**config.mk**
```make
export PLATFORM = sky130hd
export DESIGN_NAME = plob_front
export DESIGN_NICKNAME = d
export VERILOG_FILES = /design/src/sv/plob_pkg.sv /design/src/sv/plob_front.sv
export SDC_FILE = /design/constraint.sdc
export NUM_CORES = 1
export LEC_CHECK = 0
export ABC_CLOCK_PERIOD_IN_PS = 8500
export BUFFER_PORTS_ARGS = -buffer_cell sky130_fd_sc_hd__buf_2
export CELL_PAD_IN_SITES_DETAIL_PLACEMENT = 1
export CELL_PAD_IN_SITES_GLOBAL_PLACEMENT = 2
export CORE_MARGIN = 4
export CORE_UTILIZATION = 38
export CTS_CLUSTER_SIZE = 14
export DETAILED_ROUTE_END_ITERATION = 8
export MAX_ROUTING_LAYER = met4
export PLACE_DENSITY_LB_ADDON = 0.1
export SYNTH_ARGS = -nofsm -noshare
export SYNTH_HDL_FRONTEND = slang
export SYNTH_SLANG_ARGS = --single-unit
```
**constraint.sdc**
```tcl
create_clock -name clk_i -period 8.5 [get_ports clk_i]
set_input_delay 0.85 -clock clk_i [delete_from_list [all_inputs] [get_ports clk_i]]
set_output_delay 0.85 -clock clk_i [all_outputs]
set_load 0.01 [all_outputs]
```
**src/sv/plob_pkg.sv**
```systemverilog
// plob_pkg: shared types and codes for the price level order book unit.
// No dependencies.
`default_nettype none
package plob_pkg;
  localparam int unsigned QtyW   = 48;
  localparam int unsigned PriceW = 32;
  localparam int unsigned MinW   = 47;
  localparam int unsigned MaxRes = 32;

  typedef enum logic [2:0] {
    CMD_DELTA = 3'd0,
    CMD_SNAP  = 3'd1,
    CMD_SIZE  = 3'd2,
    CMD_SWEEP = 3'd3,
    CMD_RANGE = 3'd4,
    CMD_LIST  = 3'd5
  } cmd_e;

  typedef enum logic [2:0] {
    ST_UPDATED  = 3'd0,
    ST_REMOVED  = 3'd1,
    ST_INSERTED = 3'd2,
    ST_IGNORED  = 3'd3,
    ST_FULL     = 3'd4,
    ST_QUERY    = 3'd5
  } status_e;

  typedef struct packed {
    logic [2:0]              cmd;
    logic                    side;
    logic [PriceW-1:0]       price;
    logic [PriceW-1:0]       limit_price;
    logic signed [QtyW-1:0]  quantity;
    logic                    clear_first;
  } cmd_t;

  typedef enum logic [2:0] {
    BK_IDLE,
    BK_SEARCH,
    BK_SHIFT,
    BK_EMIT,
    BK_SCAN,
    BK_CLOSE
  } bk_state_e;

  function automatic logic signed [QtyW-1:0] sat_add(
      input logic signed [QtyW-1:0] a, input logic signed [QtyW-1:0] b);
    logic signed [QtyW:0] s;
    s = {a[QtyW-1], a} + {b[QtyW-1], b};
    if (s[QtyW] != s[QtyW-1])
      return s[QtyW] ? {1'b1, {(QtyW-1){1'b0}}} : {1'b0, {(QtyW-1){1'b1}}};
    return s[QtyW-1:0];
  endfunction

  // a - b, saturated; b may be the most negative value
  function automatic logic signed [QtyW-1:0] sat_sub(
      input logic signed [QtyW-1:0] a, input logic signed [QtyW-1:0] b);
    logic signed [QtyW:0] s;
    s = {a[QtyW-1], a} - {b[QtyW-1], b};
    if (s[QtyW] != s[QtyW-1])
      return s[QtyW] ? {1'b1, {(QtyW-1){1'b0}}} : {1'b0, {(QtyW-1){1'b1}}};
    return s[QtyW-1:0];
  endfunction
endpackage
`default_nettype wire

```
**src/sv/plob_front.sv**
```systemverilog
// plob_front: two-entry command queue between the input port and the back end.
// Depends on plob_pkg.
`default_nettype none
module plob_front (
  input  wire logic          clk_i,
  input  wire logic          rst_ni,
  input  wire logic          in_valid_i,
  output logic               in_ready_o,
  input  wire plob_pkg::cmd_t in_cmd_i,
  output logic               q_valid_o,
  input  wire logic          q_ready_i,
  output plob_pkg::cmd_t     q_cmd_o
);
  import plob_pkg::*;

  cmd_t       mem_q [2];
  logic       wp_q, rp_q;
  logic [1:0] cnt_q;
  logic       push, pop;

  assign in_ready_o = (cnt_q != 2'd2);
  assign q_valid_o  = (cnt_q != 2'd0);
  assign q_cmd_o    = mem_q[rp_q];
  assign push = in_valid_i && in_ready_o;
  assign pop  = q_valid_o && q_ready_i;

  always_ff @(posedge clk_i or negedge rst_ni) begin
    if (!rst_ni) begin
      wp_q  <= 1'b0;
      rp_q  <= 1'b0;
      cnt_q <= 2'd0;
    end else begin
      if (push) wp_q <= ~wp_q;
      if (pop)  rp_q <= ~rp_q;
      cnt_q <= cnt_q + {1'b0, push} - {1'b0, pop};
    end
  end

  always_ff @(posedge clk_i) begin
    if (push) mem_q[wp_q] <= in_cmd_i;
  end

`ifndef SYNTHESIS
  a_no_overflow: assert property (@(posedge clk_i) disable iff (!rst_ni)
    cnt_q == 2'd2 |-> !in_ready_o) else $error("queue overflow");
  a_cnt_range: assert property (@(posedge clk_i) disable iff (!rst_ni)
    cnt_q != 2'd3) else $error("queue count bad");
  a_pop_ok: assert property (@(posedge clk_i) disable iff (!rst_ni)
    pop |-> cnt_q != 2'd0) else $error("pop empty");
`endif
endmodule
`default_nettype wire

```
==> flow_metrics.py, run 1 <==
metrics = {
    "logic_synthesis": {
        "synth_nets": 504,
        "ys_seq_area_share_pct": 81.9,
        "synth_top_cell_by_area": "edfxtp_1",
        "ys_warn_count": 0,
        "yosys_register_bits": 238,
        "yosysUniqueCellTypes": 16,
        "synth_top_area_share_pct": 80.7,
        "syn_inst": 381,
        "yosys-top-cells-area": "edfxtp_1, mux2_2, mux2_4, dfrtp_1, buf_2",
        "mappedNetlistArea_um2": 8710,
        "syn_avg_cell_area_um2": 22.9,
    },
    "power_and_ir_drop": {
        "power.switching_mw": 1.10,
        "p_leak_nw": 4.19,
        "p_total_mw": 3.91,
        "switching_share_pct": 28.2,
        "vdd_drop_max_v": 0.000179,
        "pwr-share-seq_pct": 43.9,
        "combPwrFrac_pct": 27.5,
        "power.clock.fraction_pct": 28.6,
        "power_density_nw_per_um2": 353,
        "intPower_mw": 2.81,
    },
    "clock_network": {
        "postCtsResizedCells": 0,
        "cts_setup_buffers": 0,
        "htree_levels": 1,
        "cts_hold_buffers": 0,
        "cts_tree": "done",
        "numCtsBuffers": 26,
        "clk_pin_slew_worst_paths_ns": 0.06,
        "clkSinkCount": 238,
        "cts_root_buffer": "clkbuf_16",
        "clk_path_buf_depth": 3,
        "insertion_delay_ns": 0.51,
    },
    "min_path": {
        "hp-class": "in -> async",
    },
    "timing": {
        "rsz0062_at_grt": "false",
        "layout_min_cycle_time_ns": 3.83,
        "final_hold_viol_count": 0,
        "finalCritPeriodShare_pct": 45.0,
        "setup_viol_count_final": 0,
        "finalSetupTns_ns": 0,
        "slew_violations": 0,
        "tightest_slew_ns": 1.05,
        "fmax_mhz": 261,
        "relSlewSlack_pct": 30.1,
        "finClkSkew_ns": 0.0113,
    },
    "critical_path": {
        "timing.rr.end": "mem_q[0][0]",
        "worst-path-max-fanout": 74,
        "crit_path_end_kind": "output port",
        "crit_required_ns": 7.65,
        "cp-endpoint": "q_cmd_o[85]",
        "startpoint": "rp_q",
        "r2r_cells": 5,
        "arrival_ns": 2.98,
        "crit_type": "reg -> out",
        "cp-start-kind": "flip-flop",
        "r2r_start": "cnt_q[1]",
        "reg2reg_setup_slack_ns": 5.83,
    },
    "grt": {
        "grt_pass1_wl_um": 27600,
        "grt_max_degree": 75,
        "antenna_found_initial": 3,
        "grt_pass1_vias": 5007,
        "grt_usage_pct": 14.2,
        "overflow": 0,
    },
    "die": {
        "core.rowCount": 55,
        "die-area_um2": 25400,
        "die_w_um": 159,
        "die_h_um": 159,
        "start_util_pct": 38.6,
        "core_um2": 22600,
        "ios": 240,
    },
    "final_layout": {
        "layout_commonest_cell": "buf_2",
        "syn_to_final_growth_pct": 27.4,
        "layout-drive-gt1-share_pct": 60.8,
        "mostFrequentLayoutCells": "buf_2, edfxtp_1, mux2_2",
        "finalNetCount": 762,
        "fin_area_um2": 11100,
    },
    "detailed_routing": {
        "drt_iter0_drc": 236,
        "wl_per_cell_um": 19.1,
        "detail_route.first_pass.iterations": 4,
        "num_vias": 4374,
        "wirelength_um": 18100,
        "antenna_left": 0,
        "via_per_inst": 4.61,
        "drc": 0,
    },
    "outcome": {
        "status": "complete, no violations",
    },
    "run": {
        "max_cap_violations": 0,
    },
    "placed_design": {
        "gp_congestion": 0.711,
        "place.port_buffers": 239,
        "dpl.hpwl_um": 12000,
        "place_area_um2": 10200,
    },
}
[worst min-delay path by stage]
stage / start / end / slack (ns) / cells after the start
after floorplan: wp_q / wp_q / 0.46 / 1
after global routing: rst_ni / cnt_q[0] / 0.11 / 1
after CTS: rst_ni / cnt_q[0] / 0.11 / 1
after detailed placement: cnt_q[0] / cnt_q[0] / 0.52 / 1
final: rst_ni / cnt_q[0] / 0.14 / 1
after global placement: cnt_q[0] / cnt_q[0] / 0.50 / 1
[routing by layer]
metal  up-vias  wire (µm)  GRT usage, %
met3        26       1550          5.13
met4         0        308          3.47
met1      2130       7200          16.5
li1       2049          -             -
met5         -          0             -
met2       169       9090          23.6
[stage by stage]
step                      util, %  cells  worst slack [ns]  hold slack [ns]
final                        49.1    949              4.67            0.143
after global routing         49.1    946              4.50            0.107
after CTS                    49.1    943              4.59            0.113
after detailed placement     45.3    896              5.15            0.525
after global placement       45.3    896              5.16            0.498
after floorplan                 -    381              2.10            0.461
[power groups by stage]
stage | logic (mW) | clock network, mW | registers, mW
after floorplan | 0.739 | 0 | 1.71
after global placement | 1.10 | 0 | 1.73
after detailed placement | 1.11 | 0 | 1.75
after CTS | 1.12 | 1.16 | 1.72
after global routing | 1.17 | 1.22 | 1.74
final | 1.08 | 1.12 | 1.72
[critical path, cell delays in order (launching register included)]
cell and delay (ns):
dfrtp_4 0.89, buf_4 0.88, mux2_2 0.45, buf_2 0.14
[kinds of logic after synthesis]
logic type | Yosys count | synth area share, %
flops | 238 | 81.9
buf+inv | 14 | 1.08
simple gates | 6 | 0.374
mux | 117 | 16.0
xor+xnor | 4 | 0.402
fa+ha+maj | 2 | 0.287
[state kept, by name, indices dropped and copies added, names as in the netlist]
name,cells
rp_q,1
cnt_q,2
wp_q,1
mem_q,234
[cell usage after synthesis, drive strengths merged]
cell    instances
and2            1
nand2           1
or2             1
xnor2           3
and3            1
buf            13
edfxtp        234
nor2            1
nand2b          1
ha              2
dfrtp           4
mux2          117
inv             1
xor2            1
[area by class of cell]
| type | instances | area (µm²) |
|---|---|---|
| multi-input combinational | 129 | 1500 |
| clock inverter | 16 | 171 |
| antenna | 6 | 15.0 |
| sequential | 238 | 7130 |
| inverter | 1 | 3.75 |
| tap | 285 | 357 |
| fill | 2148 | 11500 |
| clock buffer | 31 | 691 |
| timing repair buffer | 243 | 1230 |
Note: power is estimated with default switching activity, not from simulation.
==> inputs of run 2 (changes only) <==
--- a/config.mk
+++ b/config.mk
@@ -5,12 +5,13 @@
 export SDC_FILE = /design/constraint.sdc
 export NUM_CORES = 1
 export LEC_CHECK = 0
-export ABC_CLOCK_PERIOD_IN_PS = 8500
+export ABC_AREA = 1
+export ABC_CLOCK_PERIOD_IN_PS = 4010
 export BUFFER_PORTS_ARGS = -buffer_cell sky130_fd_sc_hd__buf_2
 export CELL_PAD_IN_SITES_DETAIL_PLACEMENT = 1
 export CELL_PAD_IN_SITES_GLOBAL_PLACEMENT = 2
 export CORE_MARGIN = 4
-export CORE_UTILIZATION = 38
+export CORE_UTILIZATION = 34
 export CTS_CLUSTER_SIZE = 14
 export DETAILED_ROUTE_END_ITERATION = 8
 export MAX_ROUTING_LAYER = met4
==> constraint.sdc (replaced) <==
create_clock -name clk_i -period 4.01 [get_ports clk_i]
set_input_delay 0.401 -clock clk_i [delete_from_list [all_inputs] [get_ports clk_i]]
set_output_delay 0.401 -clock clk_i [all_outputs]
set_load 0.01 [all_outputs]
==> flow_metrics.py, run 2 <==
metrics = {
    "timing": {
        "final_hold_viol_count": 0,
        "relSlewSlack_pct": 37.2,
        "finalSetupTns_ns": 0,
        "rsz0062_at_grt": "false",
        "tightest_slew_ns": 0.942,
        "fmax_mhz": 327,
        "finClkSkew_ns": 0.00893,
        "setup_viol_count_final": 0,
        "slew_violations": 0,
        "layout_min_cycle_time_ns": 3.06,
        "finalCritPeriodShare_pct": 76.3,
    },
    "grt": {
        "grt_pass1_vias": 6063,
        "grt_usage_pct": 15.8,
        "grt_max_degree": 75,
        "antenna_found_initial": 3,
        "grt_pass1_wl_um": 34300,
        "overflow": 0,
    },
    "detailed_routing": {
        "wl_per_cell_um": 17.8,
        "drt_iter0_drc": 247,
        "wirelength_um": 22200,
        "via_per_inst": 4.47,
        "antenna_left": 0,
        "detail_route.first_pass.iterations": 4,
        "drc": 0,
        "num_vias": 5559,
    },
    "clock_network": {
        "clkSinkCount": 238,
        "numCtsBuffers": 27,
        "htree_levels": 1,
        "clk_path_buf_depth": 3,
        "insertion_delay_ns": 0.51,
        "cts_root_buffer": "clkbuf_16",
        "clk_pin_slew_worst_paths_ns": 0.06,
        "cts_tree": "done",
    },
    "logic_synthesis": {
        "syn_avg_cell_area_um2": 13.6,
        "synth.most_common_cell": "nand2_1",
        "async_flop_share_pct": 1.68,
        "synth_top_area_share_pct": 80.7,
        "ys_warn_count": 0,
        "mappedNetlistArea_um2": 8700,
        "synth_top_cell_by_area": "edfxtp_1",
        "yosysUniqueCellTypes": 12,
        "yosys-top-cells-area": "edfxtp_1, nand2_1, dfrtp_1, buf_2, clkbuf_1",
        "synth-edff-count": 234,
        "syn_inst": 642,
        "synth_nets": 765,
        "synth-main-ff-cell": "edfxtp_1",
        "netlist_top_cells_count": "nand2_1, edfxtp_1, buf_2",
        "yosys_register_bits": 238,
        "ys_seq_area_share_pct": 81.9,
    },
    "die": {
        "ios": 240,
        "die_w_um": 168,
        "die_h_um": 168,
        "die-area_um2": 28200,
        "core.rowCount": 58,
        "core_um2": 25200,
        "start_util_pct": 34.6,
    },
    "min_path": {
        "hp-class": "in -> reg",
    },
    "final_layout": {
        "layout-drive-gt1-share_pct": 31.4,
        "mostFrequentLayoutCells": "nand2_1, buf_2, edfxtp_1",
        "finalNetCount": 1015,
        "largest_register_ffs": 234,
        "regMostFlops": "mem_q",
        "fill_cells": 2702,
        "reg_top3": "mem_q: 234 flops, cnt_q: 2 flops",
        "seqCellArea_um2": 7130,
        "syn_to_final_growth_pct": 27.3,
        "layout_commonest_cell": "nand2_1",
        "multiInputGateArea_um2": 1420,
    },
    "power_and_ir_drop": {
        "pwr-share-seq_pct": 43.1,
        "vdd_drop_max_v": 0.000467,
        "intPower_mw": 5.48,
        "combPwrFrac_pct": 30.4,
        "p_leak_nw": 4.76,
        "p_total_mw": 8.36,
        "power_density_nw_per_um2": 754,
        "power.clock.fraction_pct": 26.5,
        "power.switching_mw": 2.87,
        "switching_share_pct": 34.4,
    },
    "placed_design": {
        "place.port_buffers": 239,
        "gp_congestion": 0.735,
        "dpl.hpwl_um": 14800,
    },
    "critical_path": {
        "crit_type": "reg -> out",
        "crit_required_ns": 3.61,
        "arrival_ns": 2.66,
        "worst-path-max-fanout": 67,
        "cp-start-kind": "flip-flop",
        "crit_path_end_kind": "output port",
    },
    "outcome": {
        "status": "complete, no violations",
    },
    "run": {
        "max_cap_violations": 0,
    },
}
==> run 2: final cells by class <==
cell class,count,area share (%)
flip-flops and latches,238,64.4
multi-input cells,370,12.8
repair buffers,246,11.5
clock buffers,32,6.27
well taps,330,3.73
clock inverters,17,0.915
inverters,9,0.350
diodes,3,0.0678
==> run 2: path summary, 6_finish.rpt <==
| check | start | endpoint | slack [ns] | depth (start not counted) |
|---|---|---|---|---|
| min in group asynchronous | rst_ni | cnt_q[0] | 0.27 | 2 |
| setup reg to reg | cnt_q[1] | mem_q[0][39] | 1.84 | 4 |
| setup / recovery | rp_q | q_cmd_o[92] | 0.95 | 5 |
| hold reg to reg | wp_q | wp_q | 0.50 | 2 |
| hold / removal | in_cmd_i[7] | mem_q[1][7] | 0.08 | 1 |
| max in group asynchronous | rst_ni | rp_q | 3.60 | 2 |
==> run 2: power groups by stage <==
stage | sequential (mW) | clock, mW | combinational (mW)
2_1_floorplan | 3.58 | 0 | 1.50
3_3_place_gp | 3.64 | 0 | 2.59
3_5_place_dp | 3.66 | 0 | 2.63
4_1_cts | 3.61 | 2.29 | 2.64
5_1_grt | 3.66 | 2.40 | 2.87
6_report | 3.60 | 2.21 | 2.54
==> run 2: what timing repair did <==
action / CTS / global route
buffers inserted: 0 / 0
hold endpoints to repair: 4 / 0
hold buffers: 1 / 0
gates resized for setup: 0 / 0
==> run 2: metal layers <==
metal  track usage [%]  up-vias  wire [µm]
li1                  -     2669          -
met1              20.3     2699       9650
met2              26.0      162      10700
met3              3.80       29       1470
met4              3.14        0        385
met5                 -        -          0
==> run 2: kinds of logic after synthesis <==
logic type / after synthesis / synth area share (%)
DFF: 238 / 81.9
buffers and inverters: 34 / 1.93
adders and majority gates: 2 / 0.287
and+or+nand+nor: 368 / 15.9
==> run 2: critical path, cell delays in order (launching register included) <==
cell,delay [ns]
dfrtp_4,0.70
inv_4,0.63
buf_4,0.43
nand2_1,0.08
nand2_1,0.12
buf_2,0.15
==> run 2: metrics by stage <==
step	cells	setup WS (ns)	hold WS (ns)	utilization, %	instance area [µm²]
after detailed placement	1192	1.38	0.220	40.8	10300
final	1245	0.951	0.0758	44.0	11100
after global placement	1192	1.37	0.222	40.8	10300
after global routing	1245	0.700	0.0470	44.0	11100
after CTS	1242	0.834	0.0451	44.0	11100
after floorplan	642	0.643	0.105	-	8710
==> inputs of run 3 (changes only) <==
--- a/config.mk
+++ b/config.mk
@@ -6,12 +6,12 @@
 export NUM_CORES = 1
 export LEC_CHECK = 0
 export ABC_AREA = 1
-export ABC_CLOCK_PERIOD_IN_PS = 4010
+export ABC_CLOCK_PERIOD_IN_PS = 2600
 export BUFFER_PORTS_ARGS = -buffer_cell sky130_fd_sc_hd__buf_2
 export CELL_PAD_IN_SITES_DETAIL_PLACEMENT = 1
 export CELL_PAD_IN_SITES_GLOBAL_PLACEMENT = 2
 export CORE_MARGIN = 4
-export CORE_UTILIZATION = 34
+export CORE_UTILIZATION = 31
 export CTS_CLUSTER_SIZE = 14
 export DETAILED_ROUTE_END_ITERATION = 8
 export MAX_ROUTING_LAYER = met4
==> constraint.sdc (replaced) <==
create_clock -name clk_i -period 2.6 [get_ports clk_i]
set_input_delay 0.26 -clock clk_i [delete_from_list [all_inputs] [get_ports clk_i]]
set_output_delay 0.26 -clock clk_i [all_outputs]
set_load 0.01 [all_outputs]
==> flow_metrics.py, run 3 (same netlist as run 2, synthesis figures left out) <==
metrics = {
    "grt": {
        "grt_pass1_wl_um": 36500,
        "antenna_found_initial": 2,
        "overflow": 0,
        "grt_max_degree": 119,
        "grt_usage_pct": 15.4,
        "grt_pass1_vias": 6618,
    },
    "detailed_routing": {
        "met2_length_um": 11500,
        "drc": 0,
        "num_vias": 6096,
        "via_per_inst": 4.31,
        "wl_met3_um": 1530,
        "wl_per_cell_um": 16.6,
        "detail_route.first_pass.iterations": 4,
        "antenna_left": 0,
        "top_layer_used": "met4",
        "wirelength_um": 23500,
        "met1_length_um": 10000,
        "drt_iter0_drc": 314,
    },
    "critical_path": {
        "cp_cell_sequence": "inv_4 > buf_12 > nand2_1 > nand2_1 > buf_2",
        "crit_buf_inv": 3,
        "arrival_ns": 2.01,
        "cp-start-kind": "flip-flop",
        "critPathMaxStageDelay_ns": 0.50,
        "crit_slowest_cell": "dfrtp_4",
        "crit_path_frequent_cell": "nand2_1",
        "crit_type": "reg -> out",
        "r2r_start": "cnt_q[0]",
        "worst-path-max-fanout": 47,
        "r2r_cells": 5,
        "crit_path_end_kind": "output port",
        "cp_top_family": "buffers and inverters",
        "cp-endpoint": "q_cmd_o[54]",
        "reg2reg_setup_slack_ns": 0.89,
        "cp.depth": 5,
        "startpoint": "rp_q",
        "crit_required_ns": 2.34,
        "timing.rr.end": "mem_q[0][40]",
    },
    "timing": {
        "tightest_slew_ns": 0.589,
        "whs_ns": 0.0413,
        "final_hold_viol_count": 0,
        "finClkSkew_ns": 0.00857,
        "relSlewSlack_pct": 60.7,
        "fin_ws_ns": 0.329,
        "fmax_mhz": 440,
        "finalCritPeriodShare_pct": 87.3,
        "slew_violations": 0,
        "finalSetupTns_ns": 0,
        "rsz0062_at_grt": "false",
        "setup_viol_count_final": 0,
        "layout_min_cycle_time_ns": 2.27,
    },
    "final_layout": {
        "syn_to_final_growth_pct": 43.8,
        "seqCellArea_um2": 7130,
        "layout-drive-gt1-share_pct": 28.2,
        "fill_cells": 2944,
        "multiInputGateArea_um2": 1430,
        "regMostFlops": "mem_q",
        "largest_register_ffs": 234,
        "reg_top3": "mem_q: 234 flops, cnt_q: 2 flops",
        "layout_commonest_cell": "nand2_1",
        "finalNetCount": 1137,
        "final_cells": 1414,
        "mostFrequentLayoutCells": "nand2_1, buf_2, edfxtp_1",
    },
    "min_path": {
        "worstHoldPathCells": 3,
        "hold_start": "in_valid_i",
        "hp-class": "in -> reg",
    },
    "clock_network": {
        "cts_setup_buffers": 0,
        "htree_levels": 1,
        "insertion_delay_ns": 0.52,
        "cts_root_buffer": "clkbuf_16",
        "clkSinkCount": 238,
        "clk_path_buf_depth": 3,
        "clk_pin_slew_worst_paths_ns": 0.06,
        "cts_tree": "done",
        "numCtsBuffers": 28,
    },
    "placed_design": {
        "place.port_buffers": 239,
        "pre_cts_slack_ns": 0.830,
        "gp_congestion": 0.738,
        "placed_cells": 1243,
        "dpl.hpwl_um": 14800,
    },
    "die": {
        "die-area_um2": 30800,
        "core_um2": 27700,
        "core.rowCount": 61,
        "ios": 240,
        "die_w_um": 176,
        "start_util_pct": 31.4,
        "die_h_um": 176,
    },
    "outcome": {
        "status": "complete, no violations",
    },
    "power_and_ir_drop": {
        "p_total_mw": 13.6,
        "power_density_nw_per_um2": 1080,
        "p_leak_nw": 5.33,
        "vdd_drop_max_v": 0.000599,
    },
    "run": {
        "max_cap_violations": 0,
    },
}
[run 3: cell count changes in the layout (fill, tap and decap cells not counted), moves of 2 or more]
cell           delta
bufinv_16         +2
buf_12            +5
clkinv_2          -6
dlygate4sd3_1   +118
clkbuf_16         +2
nand2_1           -2
clkbuf_1          +3
buf_4             -2
[run 3: worst min path at each step]
stage               end
4_1_cts            wp_q
6_report           wp_q
2_1_floorplan  cnt_q[0]
3_5_place_dp       wp_q
3_3_place_gp   cnt_q[0]
5_1_grt            wp_q
[run 3: where the power goes]
| part | leakage, nW | switching (mW) | internal [mW] |
|---|---|---|---|
| clock | 0.435 | 1.47 | 2.32 |
| combinational | 2.67 | 2.89 | 1.45 |
| sequential | 2.22 | 0.208 | 5.23 |
[run 3: repair_timing]
item                                   CTS  global route
resized for setup                        0             0
endpoints found under the hold margin  239             0
hold buffers                           119             0
[run 3: final cells by class]
type	instances	share of cell area, %
inverter	9	0.320
sequential	238	57.0
clock buffer	37	6.04
timing repair buffer	367	20.3
tap	378	3.78
clock inverter	13	1.09
antenna	2	0.0400
multi-input combinational	370	11.4
[run 3: tightest hold or removal path, delay by kind of cell]
| family | cells | cell delay [ns] |
|---|---|---|
| simple gates | 2 | 0.15 |
| buf+inv | 1 | 0.11 |
[run 3: metal layers]
| metal | up-vias | GRT usage [%] |
|---|---|---|
| met5 | - | - |
| met4 | 0 | 3.67 |
| met3 | 42 | 3.66 |
| met2 | 179 | 25.7 |
| met1 | 2959 | 19.2 |
| li1 | 2916 | - |
[run 3: per-stage QoR]
stage	area [µm²]	util, %
6_report	12500	45.2
5_1_grt	12500	45.2
4_1_cts	12500	45.2
3_5_place_dp	10400	37.6
3_3_place_gp	10400	37.6
2_1_floorplan	8730	-
